[src/sv/psfp_pkg.sv]
`default_nettype none

package psfp_pkg;

	// frame layout
	localparam int FRAME_BYTES = 21;
	localparam int POS_W       = $clog2(FRAME_BYTES + 1);

	localparam logic [POS_W-1:0] POS_IDLE   = POS_W'(FRAME_BYTES);
	localparam logic [POS_W-1:0] LAST_BYTE  = POS_W'(FRAME_BYTES - 1);
	localparam logic [POS_W-1:0] BYTE_STAT  = POS_W'(0);
	localparam logic [POS_W-1:0] BYTE_LANE  = POS_W'(1);
	localparam logic [POS_W-1:0] BYTE_X0    = POS_W'(2);
	localparam logic [POS_W-1:0] BYTE_X1    = POS_W'(3);
	localparam logic [POS_W-1:0] BYTE_X2    = POS_W'(4);
	localparam logic [POS_W-1:0] BYTE_X3    = POS_W'(5);
	localparam logic [POS_W-1:0] BYTE_Y0    = POS_W'(6);
	localparam logic [POS_W-1:0] BYTE_Y1    = POS_W'(7);
	localparam logic [POS_W-1:0] BYTE_ANG0  = POS_W'(10);
	localparam logic [POS_W-1:0] BYTE_ANG1  = POS_W'(11);
	localparam logic [POS_W-1:0] BYTE_TAG0  = POS_W'(14);
	localparam logic [POS_W-1:0] BYTE_TAG1  = POS_W'(15);
	localparam logic [POS_W-1:0] BYTE_TAG2  = POS_W'(16);
	localparam logic [POS_W-1:0] BYTE_TAG3  = POS_W'(17);

	// decoding limits, tenths
	localparam logic [23:0]        X_SIGN_LIMIT = 24'd2000;
	localparam logic [13:0]        Y_SIGN_LIMIT = 14'd2000;
	localparam logic signed [16:0] ANG_LOW      = -17'sd1800;
	localparam logic signed [16:0] ANG_TURN     = 17'sd3600;
	localparam logic signed [16:0] ANG_SAT_MIN  = -17'sd16384;
	localparam logic signed [16:0] ANG_SAT_MAX  = 17'sd16383;

	// queue between front and back
	localparam int QUEUE_DEPTH = 2;
	localparam int QPTR_W      = $clog2(QUEUE_DEPTH);
	localparam int QCNT_W      = $clog2(QUEUE_DEPTH + 1);

	// bus widths
	localparam int CFG_DATA_W = 17;
	localparam int OUT_DATA_W = 96;

	// configuration register indexes
	typedef enum logic [1:0] {
		CFG_X_OFFSET     = 2'd0,
		CFG_Y_OFFSET     = 2'd1,
		CFG_ANGLE_OFFSET = 2'd2
	} cfg_index_t;

	// calibration offsets seen by the back end
	typedef struct packed {
		logic [16:0] x_offset;
		logic [13:0] y_offset;
		logic [12:0] angle_offset;
	} cal_t;

	// raw fields of one complete frame
	typedef struct packed {
		logic [7:0]  status_byte;
		logic [6:0]  lane_bits;
		logic [23:0] x_raw;
		logic [13:0] y_raw;
		logic [13:0] angle_raw;
		logic [27:0] tag_raw;
	} frame_rec_t;

endpackage

`default_nettype wire

[src/sv/position_sensor_frame_parser.sv]
// Position sensor frame parser. Takes one response byte per beat on the s_ side (s_tuser
// high marks byte 0 of a frame) and, on the last byte of a frame, emits one decoded record on
// the m_ side: flags, tag id and x, y, angle in tenths with the calibration offsets
// subtracted. Bytes are taken one per clock while the record queue has room. On the beat of
// the last byte the two-entry record queue captures the raw record; the decode arithmetic
// then loads the output register from the queue head once that register is free, and the
// m_ beat is offered from it. The queue lets the byte side keep running while a record
// waits on m_tready; s_tready drops only when the output register and both queue entries
// are occupied. Offsets are written over the cfg port, reset to zero and are assumed
// stable while records are in flight.
`default_nettype none

module position_sensor_frame_parser import psfp_pkg::*; (
	input  wire logic                  clk,
	input  wire logic                  arst_n,
	input  wire logic                  s_tvalid,
	output logic                       s_tready,
	input  wire logic [7:0]            s_tdata,   // rx_byte
	input  wire logic                  s_tuser,   // frame_start
	output logic                       m_tvalid,
	input  wire logic                  m_tready,
	// head_id, lane_count[2], no_lane, no_position, tag_seen, tag_number[28],
	// x_tenths[26], y_tenths[16], angle_tenths[15], zero fill[5]
	output logic [OUT_DATA_W-1:0]      m_tdata,
	input  wire logic                  cfg_valid,
	output logic                       cfg_ready,
	input  wire logic [1:0]            cfg_index,
	input  wire logic [CFG_DATA_W-1:0] cfg_data
);

	cal_t       cal_q;
	frame_rec_t push_rec, pop_rec;
	logic       push, pop, q_full, q_empty;

	// calibration registers
	assign cfg_ready = 1'b1;

	always_ff @(posedge clk or negedge arst_n) begin
		if (!arst_n) begin
			cal_q <= '0;
		end else if (cfg_valid && cfg_ready) begin
			case (cfg_index_t'(cfg_index))
				CFG_X_OFFSET:     cal_q.x_offset     <= cfg_data[16:0];
				CFG_Y_OFFSET:     cal_q.y_offset     <= cfg_data[13:0];
				CFG_ANGLE_OFFSET: cal_q.angle_offset <= cfg_data[12:0];
				default: begin
				end
			endcase
		end
	end

	psfp_front u_front (
		.clk         (clk),
		.arst_n      (arst_n),
		.byte_valid  (s_tvalid),
		.byte_ready  (s_tready),
		.rx_byte     (s_tdata),
		.frame_start (s_tuser),
		.queue_full  (q_full),
		.rec_push    (push),
		.rec_data    (push_rec)
	);

	psfp_queue u_queue (
		.clk       (clk),
		.arst_n    (arst_n),
		.push      (push),
		.push_data (push_rec),
		.full      (q_full),
		.pop       (pop),
		.empty     (q_empty),
		.pop_data  (pop_rec)
	);

	psfp_back u_back (
		.clk       (clk),
		.arst_n    (arst_n),
		.rec_avail (!q_empty),
		.rec       (pop_rec),
		.rec_pop   (pop),
		.cal       (cal_q),
		.out_valid (m_tvalid),
		.out_ready (m_tready),
		.out_data  (m_tdata)
	);

endmodule

`default_nettype wire

[src/sv/psfp_front.sv]
`default_nettype none

module psfp_front import psfp_pkg::*; (
	input  wire logic       clk,
	input  wire logic       arst_n,
	input  wire logic       byte_valid,
	output logic            byte_ready,
	input  wire logic [7:0] rx_byte,
	input  wire logic       frame_start,
	input  wire logic       queue_full,
	output logic            rec_push,
	output frame_rec_t      rec_data
);

	logic [POS_W-1:0] pos_q, pos_d;
	frame_rec_t       rec_q, rec_d;
	logic             take;
	logic [6:0]       grp;

	assign byte_ready = !queue_full;
	assign take       = byte_valid && byte_ready;
	assign grp        = rx_byte[6:0];

	// byte counter and field capture
	always_comb begin
		pos_d = pos_q;
		rec_d = rec_q;
		if (take) begin
			if (frame_start) begin
				pos_d = BYTE_STAT;
			end else if (pos_q < POS_IDLE) begin
				pos_d = pos_q + 1'b1;
			end
			if (pos_d < POS_IDLE) begin
				case (pos_d)
					BYTE_STAT: rec_d.status_byte     = rx_byte;
					BYTE_LANE: rec_d.lane_bits       = grp;
					BYTE_X0:   rec_d.x_raw[23:21]    = rx_byte[2:0];
					BYTE_X1:   rec_d.x_raw[20:14]    = grp;
					BYTE_X2:   rec_d.x_raw[13:7]     = grp;
					BYTE_X3:   rec_d.x_raw[6:0]      = grp;
					BYTE_Y0:   rec_d.y_raw[13:7]     = grp;
					BYTE_Y1:   rec_d.y_raw[6:0]      = grp;
					BYTE_ANG0: rec_d.angle_raw[13:7] = grp;
					BYTE_ANG1: rec_d.angle_raw[6:0]  = grp;
					BYTE_TAG0: rec_d.tag_raw[27:21]  = grp;
					BYTE_TAG1: rec_d.tag_raw[20:14]  = grp;
					BYTE_TAG2: rec_d.tag_raw[13:7]   = grp;
					BYTE_TAG3: rec_d.tag_raw[6:0]    = grp;
					default: begin
					end
				endcase
			end
		end
	end

	// the last byte hands the completed frame to the queue
	assign rec_push = take && (pos_d == LAST_BYTE);
	assign rec_data = rec_d;

	always_ff @(posedge clk or negedge arst_n) begin
		if (!arst_n) begin
			pos_q <= POS_IDLE;
			rec_q <= '0;
		end else begin
			pos_q <= pos_d;
			rec_q <= rec_d;
		end
	end

endmodule

`default_nettype wire

[src/sv/psfp_queue.sv]
`default_nettype none

module psfp_queue import psfp_pkg::*; (
	input  wire logic        clk,
	input  wire logic        arst_n,
	input  wire logic        push,
	input  wire frame_rec_t  push_data,
	output logic             full,
	input  wire logic        pop,
	output logic             empty,
	output frame_rec_t       pop_data
);

	frame_rec_t        mem [QUEUE_DEPTH];
	logic [QPTR_W-1:0] wr_ptr_q, rd_ptr_q;
	logic [QCNT_W-1:0] count_q;
	logic              do_push, do_pop;

	assign full     = (count_q == QCNT_W'(QUEUE_DEPTH));
	assign empty    = (count_q == '0);
	assign do_push  = push && !full;
	assign do_pop   = pop && !empty;
	assign pop_data = mem[rd_ptr_q];

	// record storage
	always_ff @(posedge clk) begin
		if (do_push) begin
			mem[wr_ptr_q] <= push_data;
		end
	end

	// pointers and fill count
	always_ff @(posedge clk or negedge arst_n) begin
		if (!arst_n) begin
			wr_ptr_q <= '0;
			rd_ptr_q <= '0;
			count_q  <= '0;
		end else begin
			if (do_push) begin
				wr_ptr_q <= (wr_ptr_q == QPTR_W'(QUEUE_DEPTH - 1)) ? '0 : wr_ptr_q + 1'b1;
			end
			if (do_pop) begin
				rd_ptr_q <= (rd_ptr_q == QPTR_W'(QUEUE_DEPTH - 1)) ? '0 : rd_ptr_q + 1'b1;
			end
			if (do_push && !do_pop) begin
				count_q <= count_q + 1'b1;
			end else if (do_pop && !do_push) begin
				count_q <= count_q - 1'b1;
			end
		end
	end

endmodule

`default_nettype wire

[src/sv/psfp_back.sv]
`default_nettype none

module psfp_back import psfp_pkg::*; (
	input  wire logic                  clk,
	input  wire logic                  arst_n,
	input  wire logic                  rec_avail,
	input  wire frame_rec_t            rec,
	output logic                       rec_pop,
	input  wire cal_t                  cal,
	output logic                       out_valid,
	input  wire logic                  out_ready,
	output logic [OUT_DATA_W-1:0]      out_data
);

	logic                  head_id, no_pos, tag_seen, no_lane;
	logic [1:0]            lane_cnt;
	logic [25:0]           x_base, x_val;
	logic [15:0]           y_base, y_sgn, y_val;
	logic signed [16:0]    a_neg, a_wrap, a_off;
	logic [14:0]           a_val;
	logic                  out_valid_q;
	logic [OUT_DATA_W-1:0] out_data_q;

	// flags
	assign head_id  = |rec.status_byte[5:4];
	assign no_pos   = rec.status_byte[1];
	assign tag_seen = rec.lane_bits[6];
	assign lane_cnt = rec.lane_bits[5:4];
	assign no_lane  = rec.lane_bits[2];

	// x: sign fix when a tag is seen, then offset
	always_comb begin
		x_base = (tag_seen && (rec.x_raw > X_SIGN_LIMIT)) ? {2'b11, rec.x_raw}
		                                                  : {2'b00, rec.x_raw};
		x_val  = x_base - {{9{cal.x_offset[16]}}, cal.x_offset};
	end

	// y: sign fix, mirror without position, then offset
	always_comb begin
		y_base = (rec.y_raw > Y_SIGN_LIMIT) ? {2'b11, rec.y_raw} : {2'b00, rec.y_raw};
		y_sgn  = no_pos ? (16'd0 - y_base) : y_base;
		y_val  = y_sgn - {{2{cal.y_offset[13]}}, cal.y_offset};
	end

	// angle: negate, wrap once, offset, saturate
	always_comb begin
		a_neg  = 17'sd0 - $signed({3'b000, rec.angle_raw});
		a_wrap = (a_neg < ANG_LOW) ? (a_neg + ANG_TURN) : a_neg;
		a_off  = a_wrap - $signed({{4{cal.angle_offset[12]}}, cal.angle_offset});
		if (a_off < ANG_SAT_MIN) begin
			a_val = ANG_SAT_MIN[14:0];
		end else if (a_off > ANG_SAT_MAX) begin
			a_val = ANG_SAT_MAX[14:0];
		end else begin
			a_val = a_off[14:0];
		end
	end

	// output register, refilled in the cycle its beat is taken when a record is waiting
	assign rec_pop = rec_avail && (!out_valid_q || out_ready);

	always_ff @(posedge clk or negedge arst_n) begin
		if (!arst_n) begin
			out_valid_q <= 1'b0;
		end else if (rec_pop) begin
			out_valid_q <= 1'b1;
		end else if (out_ready) begin
			out_valid_q <= 1'b0;
		end
	end

	always_ff @(posedge clk) begin
		if (rec_pop) begin
			out_data_q <= {5'b00000, a_val, y_val, x_val, rec.tag_raw,
			               tag_seen, no_pos, no_lane, lane_cnt, head_id};
		end
	end

	assign out_valid = out_valid_q;
	assign out_data  = out_data_q;

endmodule

`default_nettype wire

[config.mk]
export PLATFORM = sky130hd
export DESIGN_NAME = position_sensor_frame_parser
export DESIGN_NICKNAME = d
export VERILOG_FILES = /design/src/sv/psfp_pkg.sv /design/src/sv/position_sensor_frame_parser.sv /design/src/sv/psfp_front.sv /design/src/sv/psfp_queue.sv /design/src/sv/psfp_back.sv
export SDC_FILE = /design/constraint.sdc
export NUM_CORES = 1
export LEC_CHECK = 0
export BUFFER_PORTS_ARGS = -buffer_cell sky130_fd_sc_hd__buf_4
export CAP_MARGIN = 20
export CORE_MARGIN = 1
export CORE_UTILIZATION = 35
export DETAILED_ROUTE_END_ITERATION = 10
export GPL_TIMING_DRIVEN = 0
export PLACE_DENSITY_LB_ADDON = 0.25
export SKIP_LAST_GASP = 1
export SLEW_MARGIN = 20
export SYNTH_ARGS = -nofsm -noshare
export SYNTH_HDL_FRONTEND = slang
export SYNTH_SLANG_ARGS = --single-unit
[constraint.sdc]
create_clock -name clk -period 21.1 [get_ports clk]
set_input_delay 0 -clock clk [delete_from_list [all_inputs] [get_ports clk]]
set_output_delay 0 -clock clk [all_outputs]
set_load 0.02 [all_outputs]
# After elaboration in Yosys (flattened, before gate mapping)
# Memories as Yosys holds them, arrays and structs flattened.
# Index checks and enable logic that the tools add are counted.
[totals] wordCells=108 mem_count=1 mem_bits_rw=190 out_inout_bits=99 ff_bits=240
[memory_table] memory="u_queue.mem" words=2 width=95 rd=1 rd_clocked_by_memory_dff=0 write_ports=1 line_no="psfp_queue.sv:14" source="frame_rec_t mem [QUEUE_DEPTH];"
[op_classes] n_mux=33 add_sub_neg=11 eq_ne=17 n_reduce_logical=23 magnitude_cmp=7
[op_table] cell="95-bit 2-to-1 mux" count=2
[op_table] cell="7-bit 2-to-1 mux" count=12
[op_table] cell="16-bit 2-to-1 mux" count=2
[op_table] cell="26-bit 2-to-1 mux" count=1
[op_table] cell="26-bit subtractor" count=1
[op_table] cell="24-bit by 11-bit greater-than comparator with 1-bit output, second input constant" count=1
[op_table] cell="5-bit by 3-bit equality test with 1-bit output, second input constant" count=4
[op_table] cell="5-bit by 4-bit equality test with 1-bit output, second input constant" count=4
[op_table] cell="5-bit 2-to-1 mux" count=4
[op_table] cell="17-bit by 13-bit adder with 17-bit output, second input constant" count=1
[op_table] cell="17-bit by 15-bit greater-than comparator with 1-bit output, second input constant" count=1
[op_table] cell="17-bit by 12-bit < comparator with 1-bit output, second input constant" count=1
[op_table] cell="17-bit by 15-bit < comparator with 1-bit output, second input constant" count=1
[op_table] cell="17-bit 2-to-1 mux" count=1
[op_table] cell="17-bit by 13-bit subtractor with 17-bit output" count=1
[op_table] cell="1-bit by 16-bit subtractor with 16-bit output, first input constant" count=1
[op_table] cell="16-bit subtractor" count=1
[op_table] cell="5-bit equality test, second input constant" count=3
[op_table] cell="15-bit 2-to-1 mux" count=1
[op_table] cell="1-bit by 14-bit subtractor with 15-bit output, first input constant" count=1
[op_table] cell="14-bit by 11-bit greater-than comparator with 1-bit output, second input constant" count=1
[op_table] cell="5-bit by 2-bit equality test with 1-bit output, second input constant" count=2
[op_table] cell="5-bit < comparator, second input constant" count=2
[op_table] cell="1-bit logical AND" count=8
[op_table] cell="other kinds (18)" count=34

# Longest topological paths before layout
# Gate-level depths: netlist of run 1.
[depth] word_depth=12 depth_mapped=27 mapped_depth_nobuf=20

# Hierarchy
# A second synthesis of run 1 with hierarchy kept.
[unflattened] hier_cells=1374 hier_area_um2=19930.4
[modules_own_cells] mod="psfp_queue" instances=1 area_per_inst_um2=7253.2 cells_per_inst=315
[modules_own_cells] mod="psfp_back" instances=1 area_per_inst_um2=6780.3 cells_per_inst=684
[modules_own_cells] mod="psfp_front" instances=1 area_per_inst_um2=4225.3 cells_per_inst=278
[modules_own_cells] mod="position_sensor_frame_parser" instances=1 area_per_inst_um2=1671.6 cells_per_inst=97

# Least setup slack after synthesis of run 1
# No wires, ideal clock.
[synth_path] kind="flip-flop to flip-flop" startpoint="reg u_front.pos_q[1]" endpoint="mem u_queue.mem[0][0] (netlist bit) (enable)" arrival_time_ps=9823 period_less_slack_ps=10570 setup_slack_ps=10530 setup_time_ps=747 required_ps=20353 path_stages_with_launch=8 n_path_buf=0 path_cell_list="dfrtp_1 -> o21a_1 -> o21ai_1 -> nand2_1 -> xor2_1 -> or2_2 -> o21a_1 -> nor4_1"
[synth_via] elab_chain_cells=10 word_cells_on_any_way=11
[synth_lines] element="from (decl)" line_no="psfp_front.sv:15" source="logic [POS_W-1:0] pos_q, pos_d;"
[synth_lines] element="from (signal assigned)" line_no="psfp_front.sv:66" source="pos_q <= pos_d;"
[synth_lines] element="5-bit by 1-bit adder with 5-bit output or 5-bit < comparator (tied branches)" line_no="psfp_front.sv:32, psfp_front.sv:31"
[synth_lines] element="5-bit 2-to-1 mux" line_no="psfp_front.sv:31" source="end else if (pos_q < POS_IDLE) begin"
[synth_lines] element="5-bit 2-to-1 mux" line_no="psfp_front.sv:29" source="if (frame_start) begin"
[synth_lines] element="5-bit 2-to-1 mux" line_no="psfp_front.sv:28" source="if (take) begin"
[synth_lines] element="5-bit 2-to-1 mux (*)" line_no="psfp_front.sv:28"
[synth_lines] element="5-bit equality test (*)" line_no="psfp_front.sv:58" source="assign rec_push = take && (pos_d == LAST_BYTE);"
[synth_lines] element="1-bit logical AND (*)" line_no="psfp_front.sv:58"
[synth_lines] element="1-bit logical AND (*)" line_no="psfp_queue.sv:21" source="assign do_push = push && !full;"
[synth_lines] element="1-bit 2-to-1 mux (*)" line_no="psfp_queue.sv:27" source="if (do_push) begin"
[synth_lines] element="1-bit 2-to-1 mux (implied by the code) (*)" line_no="psfp_queue.sv:28" source="mem[wr_ptr_q] <= push_data;"
[synth_lines] element="to (decl)" line_no="psfp_queue.sv:14"
# Mark *: on every way between the ends. The rest lies on a longest branch, timed or not. The select of a mux whose other input is x is not followed.

# Worst setup path after layout of run 1
[layout_path] startpoint="reg u_queue.rd_ptr_q" endpoint="reg u_back.out_data_q[78], in the netlist u_back.out_data[78], data pin"
[layout_via] elab_chain_cells=7 word_cells_on_any_way=9
[layout_lines] element="from (decl)" line_no="psfp_queue.sv:15" source="logic [QPTR_W-1:0] wr_ptr_q, rd_ptr_q;"
[layout_lines] element="from (signal assigned)" line_no="psfp_queue.sv:43" source="rd_ptr_q <= (rd_ptr_q == QPTR_W'(QUEUE_DEPTH - 1)) ? '0 : rd_ptr_q + 1'b1;"
[layout_lines] element="memory 2 x 95 bit (*)"
[layout_lines] element="1-bit by 14-bit subtractor with 15-bit output (*)" line_no="psfp_back.sv:47" source="a_neg = 17'sd0 - $signed({3'b000, rec.angle_raw});"
[layout_lines] element="17-bit by 13-bit adder with 17-bit output or 17-bit by 12-bit < comparator with 1-bit output (tied branches)" line_no="psfp_back.sv:48" source="a_wrap = (a_neg < ANG_LOW) ? (a_neg + ANG_TURN) : a_neg;"
[layout_lines] element="17-bit 2-to-1 mux (*)" line_no="psfp_back.sv:48"
[layout_lines] element="17-bit by 13-bit subtractor with 17-bit output (*)" line_no="psfp_back.sv:49" source="a_off = a_wrap - $signed({{4{cal.angle_offset[12]}}, cal.angle_offset});"
[layout_lines] element="17-bit by 15-bit greater-than comparator with 1-bit output" line_no="psfp_back.sv:52" source="end else if (a_off > ANG_SAT_MAX) begin"
[layout_lines] element="15-bit 2-to-1 mux" line_no="psfp_back.sv:52"
[layout_lines] element="to (signal assigned)" line_no="psfp_back.sv:74" source="out_data_q <= {5'b00000, a_val, y_val, x_val, rec.tag_raw,"
[layout_lines] element="to (decl)" line_no="psfp_back.sv:22" source="logic [OUT_DATA_W-1:0] out_data_q;"
# Mark *: on every way between the ends. The rest lies on a longest branch, timed or not.
# A chain may end at the register's enable or synchronous reset.

==> impl_metrics.json, run 1 <==
{
  "drt_first_pass_iters": 5,
  "power.switching_w": 0.000931,
  "highest_layer": "met5",
  "dp.cells": 2150,
  "fill_cells": 4708,
  "core_area_sq_um": 51600,
  "vdd_drop_max_mv": 0.126,
  "htreeDepth": 2,
  "die_area_sq_um": 53500,
  "die_w_um": 231,
  "maxSlewViolCount": 0,
  "outcome": "finished, final reports clean",
  "synth.top_cell.area_share": 0.432,
  "drt-met1-wl_um": 18600,
  "finalClockSkew_ns": 0.0213,
  "slowest_stage": "buf_1",
  "max_freq_mhz": 120,
  "portBuffers": 123,
  "hold_ws_ns": 0.0182,
  "grt_pass1_vias": 11100,
  "ys_seq_area_frac": 0.624,
  "wl_met3_um": 1410,
  "tritoncts": "done",
  "setup_violations": 0,
  "synth_area_leaders": "edfxtp_1, dfrtp_1, mux2_2, ha_1, xnor2_1",
  "crit_top_cell": "buf_2",
  "first_iter_violations": 737,
  "finalNonFillerCells": 2260,
  "overflow": 0,
  "fin_nets": 1644,
  "end_kind": "flop",
  "rows": 83,
  "dieHeight_um": 231,
  "yosys.cell_count.top_type": "edfxtp_1",
  "worst_hold_path_type": "input port to async pin",
  "cts_max_path_buffers": 3,
  "syn_area_sq_um": 18400,
  "drc": 0,
  "initial_core_util": 0.357,
  "cts_sinks": 406,
  "layout_min_cycle_time_ns": 8.30,
  "antenna_found_initial": 2,
  "max_cap_viol_count": 0,
  "drt_wl_total_um": 40500,
  "crit_fanout": 10,
  "area.growth.synth_to_final_pct": 20.0,
  "worstMarginPinSlew_ns": 1.02,
  "cellLeakagePower_nw": 8.76,
  "synth-edff-count": 265,
  "ys_types": 83,
  "pwr-share-comb": 0.348,
  "layout-drive-gt1-share": 0.271,
  "crit_type": "flop to flop",
  "cp.arrival_ns": 8.60,
  "gp_congestion": 0.808,
  "antennaDiodeCount": 0,
  "viasPerCell": 4.78,
  "syn_area_per_cell_sq_um": 13.9,
  "p_per_area_nw_per_um2": 127,
  "cts.clk_slew.worst_paths_ns": 0.06,
  "synth_top_area_cell": "edfxtp_1",
  "via_count": 10800,
  "dr_wl_met2_um": 19400,
  "startpoint_type": "flop",
  "syn_inst": 1322,
  "multi_input_area_sq_um": 6500,
  "ctsResizeCount": 0,
  "slowest_delay_ns": 0.69,
  "tns_ns": 0,
  "ys_warn_count": 0,
  "yosys_most_used_dff": "edfxtp_1",
  "ios": 132,
  "cts_setup_buffers": 0,
  "worstSkewPairLatency_ns": 0.57,
  "grt_max_degree": 74,
  "regArea_sq_um": 11500,
  "rsz0062_at_grt": "false",
  "relSlewSlack": 0.301,
  "synthArstFlopShare": 0.347,
  "cts-root-buf": "clkbuf_16",
  "min_period_over_period": 0.393,
  "synth_seq_cells": 406,
  "synth_commonest_cells": "edfxtp_1, mux2_2, dfrtp_1, inv_1, nor2_1",
  "critPathRequiredTime_ns": 21.40,
  "p_sw_frac": 0.332,
  "wire_per_inst_um": 17.9,
  "grt_usage": 0.154,
  "place_hpwl_um": 28000,
  "ant_nets": 0,
  "pwr-share-clk": 0.260,
  "seqPwrFrac": 0.393,
  "grt_pass1_wl_um": 63200,
  "cts_buffers": 43,
  "holdBufCountCts": 32,
  "intPower_w": 0.00188,
  "finalHoldViolations": 0
}
## state kept, by name, summed over array words and instances, names as in the netlist
register / cells
cal_q: 44
u_front.pos_q: 5
u_front.rec_q: 87
u_queue.rd_ptr_q: 1
u_queue.count_q: 2
u_back.out_valid: 1
u_back.out_data: 91
u_queue.wr_ptr_q: 1
u_queue.mem: 174
## worst max-delay path: cells and delay by family, from the launching register on
kind	cells	cell delay, ns
buf+inv	7	2.90
mux	2	0.77
flops	1	0.40
xor+xnor	3	0.65
fa+ha+maj	2	0.49
compound gates	8	1.74
simple gates	3	1.07
## logic make-up after synthesis
| kind of cell | Yosys count | share of synthesized area |
|---|---|---|
| adder cells (fa/ha/maj) | 64 | 0.0447 |
| flip-flops | 406 | 0.624 |
| AND/OR/NAND/NOR | 257 | 0.0701 |
| other | 2 | 0.000408 |
| AO/OA/AOI/OAI | 199 | 0.0714 |
| XOR/XNOR | 85 | 0.0419 |
| multiplexers | 201 | 0.123 |
| buffers and inverters | 108 | 0.0243 |
## placed cells by master, fill, tap and decap left out, types with 7 or more instances in the layout
cell           Yosys  layout
a21o_1             8       8
a21oi_1           48      48
a31oi_1            9       9
and2_1             8       7
buf_2              4      16
buf_4              6     133
clkbuf_1          20      30
clkbuf_16          0      45
clkinv_2           0       8
dfrtp_1          138     138
dlygate4sd3_1      0      32
edfxtp_1         265     265
ha_1              61      61
inv_1             70      69
mux2_2           168     168
mux2i_1           24      24
nand2_1           63      63
nand2b_1          12      12
nand3_1           16      16
nor2_1            67      67
nor2b_1            7       7
nor3_1            31      29
o21a_1            14      14
o21ai_0           48      48
o21ai_1           15      15
o21bai_1          10      10
or3_1             11      11
xnor2_1           56      56
xor2_1            27      27
## area by class of cell
| cell class | count | share of cell area |
|---|---|---|
| multi-input cells | 812 | 0.294 |
| flip-flops and latches | 406 | 0.520 |
| plain buffers | 36 | 0.00804 |
| well taps | 680 | 0.0385 |
| clock inverters | 22 | 0.00776 |
| clock buffers | 56 | 0.0533 |
| repair buffers | 176 | 0.0654 |
| inverters | 72 | 0.0125 |
## final timing paths
path,startpoint,slack (ns),cells past startpoint,endpoint
min,arst_n,0.02,2,u_front.rec_q[23]
max reg2reg,u_queue.rd_ptr_q,12.80,25,u_back.out_data[78]
max,u_queue.rd_ptr_q,12.80,25,u_back.out_data[78]
min reg2reg,cal_q[22],0.50,1,cal_q[22]
max in group asynchronous,arst_n,20.29,3,cal_q[15]
min in group clk,cfg_valid,0.06,3,cal_q[27]
## metal layers
layer	vias up	global-route usage
li1	5281	-
met1	5276	0.203
met2	199	0.259
met3	56	0.0219
met4	2	0.0538
met5	-	0
## power groups by stage
stage	sequential, W	clock, W	combinational, W
finish	0.00110	0.000729	0.000975
detailed placement	0.00112	0	0.000977
global route	0.00112	0.000782	0.00107
floorplan	0.00122	0	0.000574
global placement	0.00112	0	0.000961
CTS	0.00111	0.000750	0.000987
## stage by stage
step / setup WS (ns) / power [W] / instance area, sq um / utilization
6_report: 12.80 / 0.00281 / 22100 / 0.428
5_1_grt: 12.14 / 0.00297 / 22100 / 0.428
4_1_cts: 12.72 / 0.00284 / 22100 / 0.428
3_5_place_dp: 12.77 / 0.00210 / 20400 / 0.396
3_3_place_gp: 4.30 / 0.00209 / 20200 / 0.391
2_1_floorplan: 10.53 / 0.00179 / 18400 / -
(Power assumes the default switching activity.)
==> run 2: changes to the inputs <==
- clock period: 21.1 -> 6.7 ns (I/O delays scaled with it)
==> impl_metrics.json, run 2 (same netlist as run 1, synthesis figures left out) <==
{
  "drt_first_pass_iters": 5,
  "via_count": 10800,
  "area.growth.synth_to_final_pct": 22.0,
  "worstMarginPinSlew_ns": 0.934,
  "critPathRequiredTime_ns": 7.00,
  "core_area_sq_um": 51600,
  "crit_type": "flop to flop",
  "drc": 0,
  "grt_pass1_vias": 11100,
  "htreeDepth": 2,
  "tritoncts": "done",
  "crit_start": "u_queue.rd_ptr_q",
  "dp.cells": 2144,
  "gp_congestion": 0.821,
  "cts.clk_slew.worst_paths_ns": 0.06,
  "portBuffers": 123,
  "hold_depth": 3,
  "r2r_start": "u_queue.rd_ptr_q",
  "vdd_drop_max_mv": 0.309,
  "largest_reg_flops": 174,
  "dp_slack_ns": -1.53,
  "wire_per_inst_um": 17.8,
  "min_period_over_period": 0.923,
  "finalHoldViolations": 0,
  "largest_register": "u_queue.mem",
  "grt_usage": 0.154,
  "die_area_sq_um": 53500,
  "mostFrequentLayoutCells": "edfxtp_1, mux2_2, dfrtp_1",
  "dieHeight_um": 231,
  "grt_pass1_wl_um": 63100,
  "max_cap_viol_count": 0,
  "rows": 83,
  "overflow": 0,
  "fin_ws_ns": 0.515,
  "r2r_cells": 23,
  "worstSkewPairLatency_ns": 0.58,
  "placed_area_sq_um": 20400,
  "layout-drive-gt1-share": 0.276,
  "crit_fanout": 19,
  "final_area_sq_um": 22500,
  "setup_violations": 0,
  "relSlewSlack": 0.360,
  "rsz0062_at_grt": "false",
  "final_common_cell": "edfxtp_1",
  "cp.arrival_ns": 6.49,
  "cts_buffers": 45,
  "end_kind": "flop",
  "grt_max_degree": 76,
  "max_freq_mhz": 162,
  "finalNonFillerCells": 2261,
  "cts_max_path_buffers": 3,
  "initial_core_util": 0.357,
  "first_iter_violations": 621,
  "p_per_area_nw_per_um2": 411,
  "drt_wl_total_um": 40200,
  "place_hpwl_um": 27800,
  "worst_hold_path_type": "input port to flop",
  "maxSlewViolCount": 0,
  "worstReg2RegEnd": "u_back.out_data[83]",
  "startpoint_type": "flop",
  "fin_nets": 1640,
  "antenna_found_initial": 1,
  "ios": 132,
  "die_w_um": 231,
  "viasPerCell": 4.78,
  "endpoint": "u_back.out_data[83]",
  "outcome": "finished, final reports clean",
  "power.total_w": 0.00923,
  "regToRegSetupSlack_ns": 0.52,
  "cts_sinks": 406,
  "cellLeakagePower_nw": 8.89,
  "cts-root-buf": "clkbuf_16",
  "layout_min_cycle_time_ns": 6.18,
  "finalClockSkew_ns": 0.0192,
  "ant_nets": 0
}
-- run 2: worst min-delay path by stage --
stage                   endpoint  slack [ns]    startpoint
2_1_floorplan           cal_q[0]       -0.30        arst_n
3_3_place_gp           cal_q[43]        0.21  cfg_data[16]
3_5_place_dp   u_front.rec_q[22]        0.03        arst_n
4_1_cts                cal_q[27]        0.02     cfg_valid
5_1_grt                cal_q[27]        0.06     cfg_valid
6_report               cal_q[27]        0.06     cfg_valid
-- run 2: per-stage QoR --
stage	hold WS, ns	util	setup TNS (ns)
final	0.0570	0.435	0
after global routing	0.0567	0.435	0
after CTS	0.0222	0.435	0
after detailed placement	0.0324	0.396	-22.04
after global placement	0.213	0.392	-47.49
after floorplan	-0.296	-	0
-- run 2: repair_timing --
item,4_1_cts,5_1_grt
endpoints found under the setup margin,16,15
resized for setup,9,7
hold endpoints to repair,240,0
setup buffers,0,0
hold buffers,34,0
-- run 2: power breakdown --
part	internal, W	switching [W]
clock network	0.00165	0.00102
logic	0.00130	0.00179
registers	0.00333	0.000143
total	0.00628	0.00295
-- run 2: critical path, stage by stage, from the launching register on --
cell and delay, ns:
dfrtp_1 0.44, buf_8 0.22, buf_6 0.23, clkbuf_8 0.24, buf_4 0.26, mux2i_2 0.29
ha_2 0.28, o221ai_4 0.18, xnor2_1 0.19, o22a_1 0.24, or3_1 0.41, a31oi_4 0.29
mux2_2 0.40, ha_1 0.32, or2_2 0.30, a21o_1 0.20, nand4_1 0.13, a31oi_1 0.13
a31oi_1 0.24, xnor2_1 0.24, xor2_4 0.17, o21ai_1 0.13, buf_2 0.22, o31ai_1 0.11
-- run 2: layout make-up --
class / instances / area, sq um
Multi-Input combinational cell: 812 / 6540
Buffer: 34 / 199
Sequential cell: 406 / 11500
Tap cell: 680 / 851
Clock inverter: 27 / 404
Antenna cell: 1 / 2.50
Fill cell: 4700 / 29200
Inverter: 72 / 275
Clock buffer: 57 / 1220
Timing Repair Buffer: 172 / 1480
-- run 2: metal layers --
metal,GRT usage,up-vias,wire length (um)
met5,0,-,0
met4,0.0515,0,1050
met3,0.0204,56,1270
met2,0.257,191,19100
met1,0.204,5262,18700
li1,-,5292,-
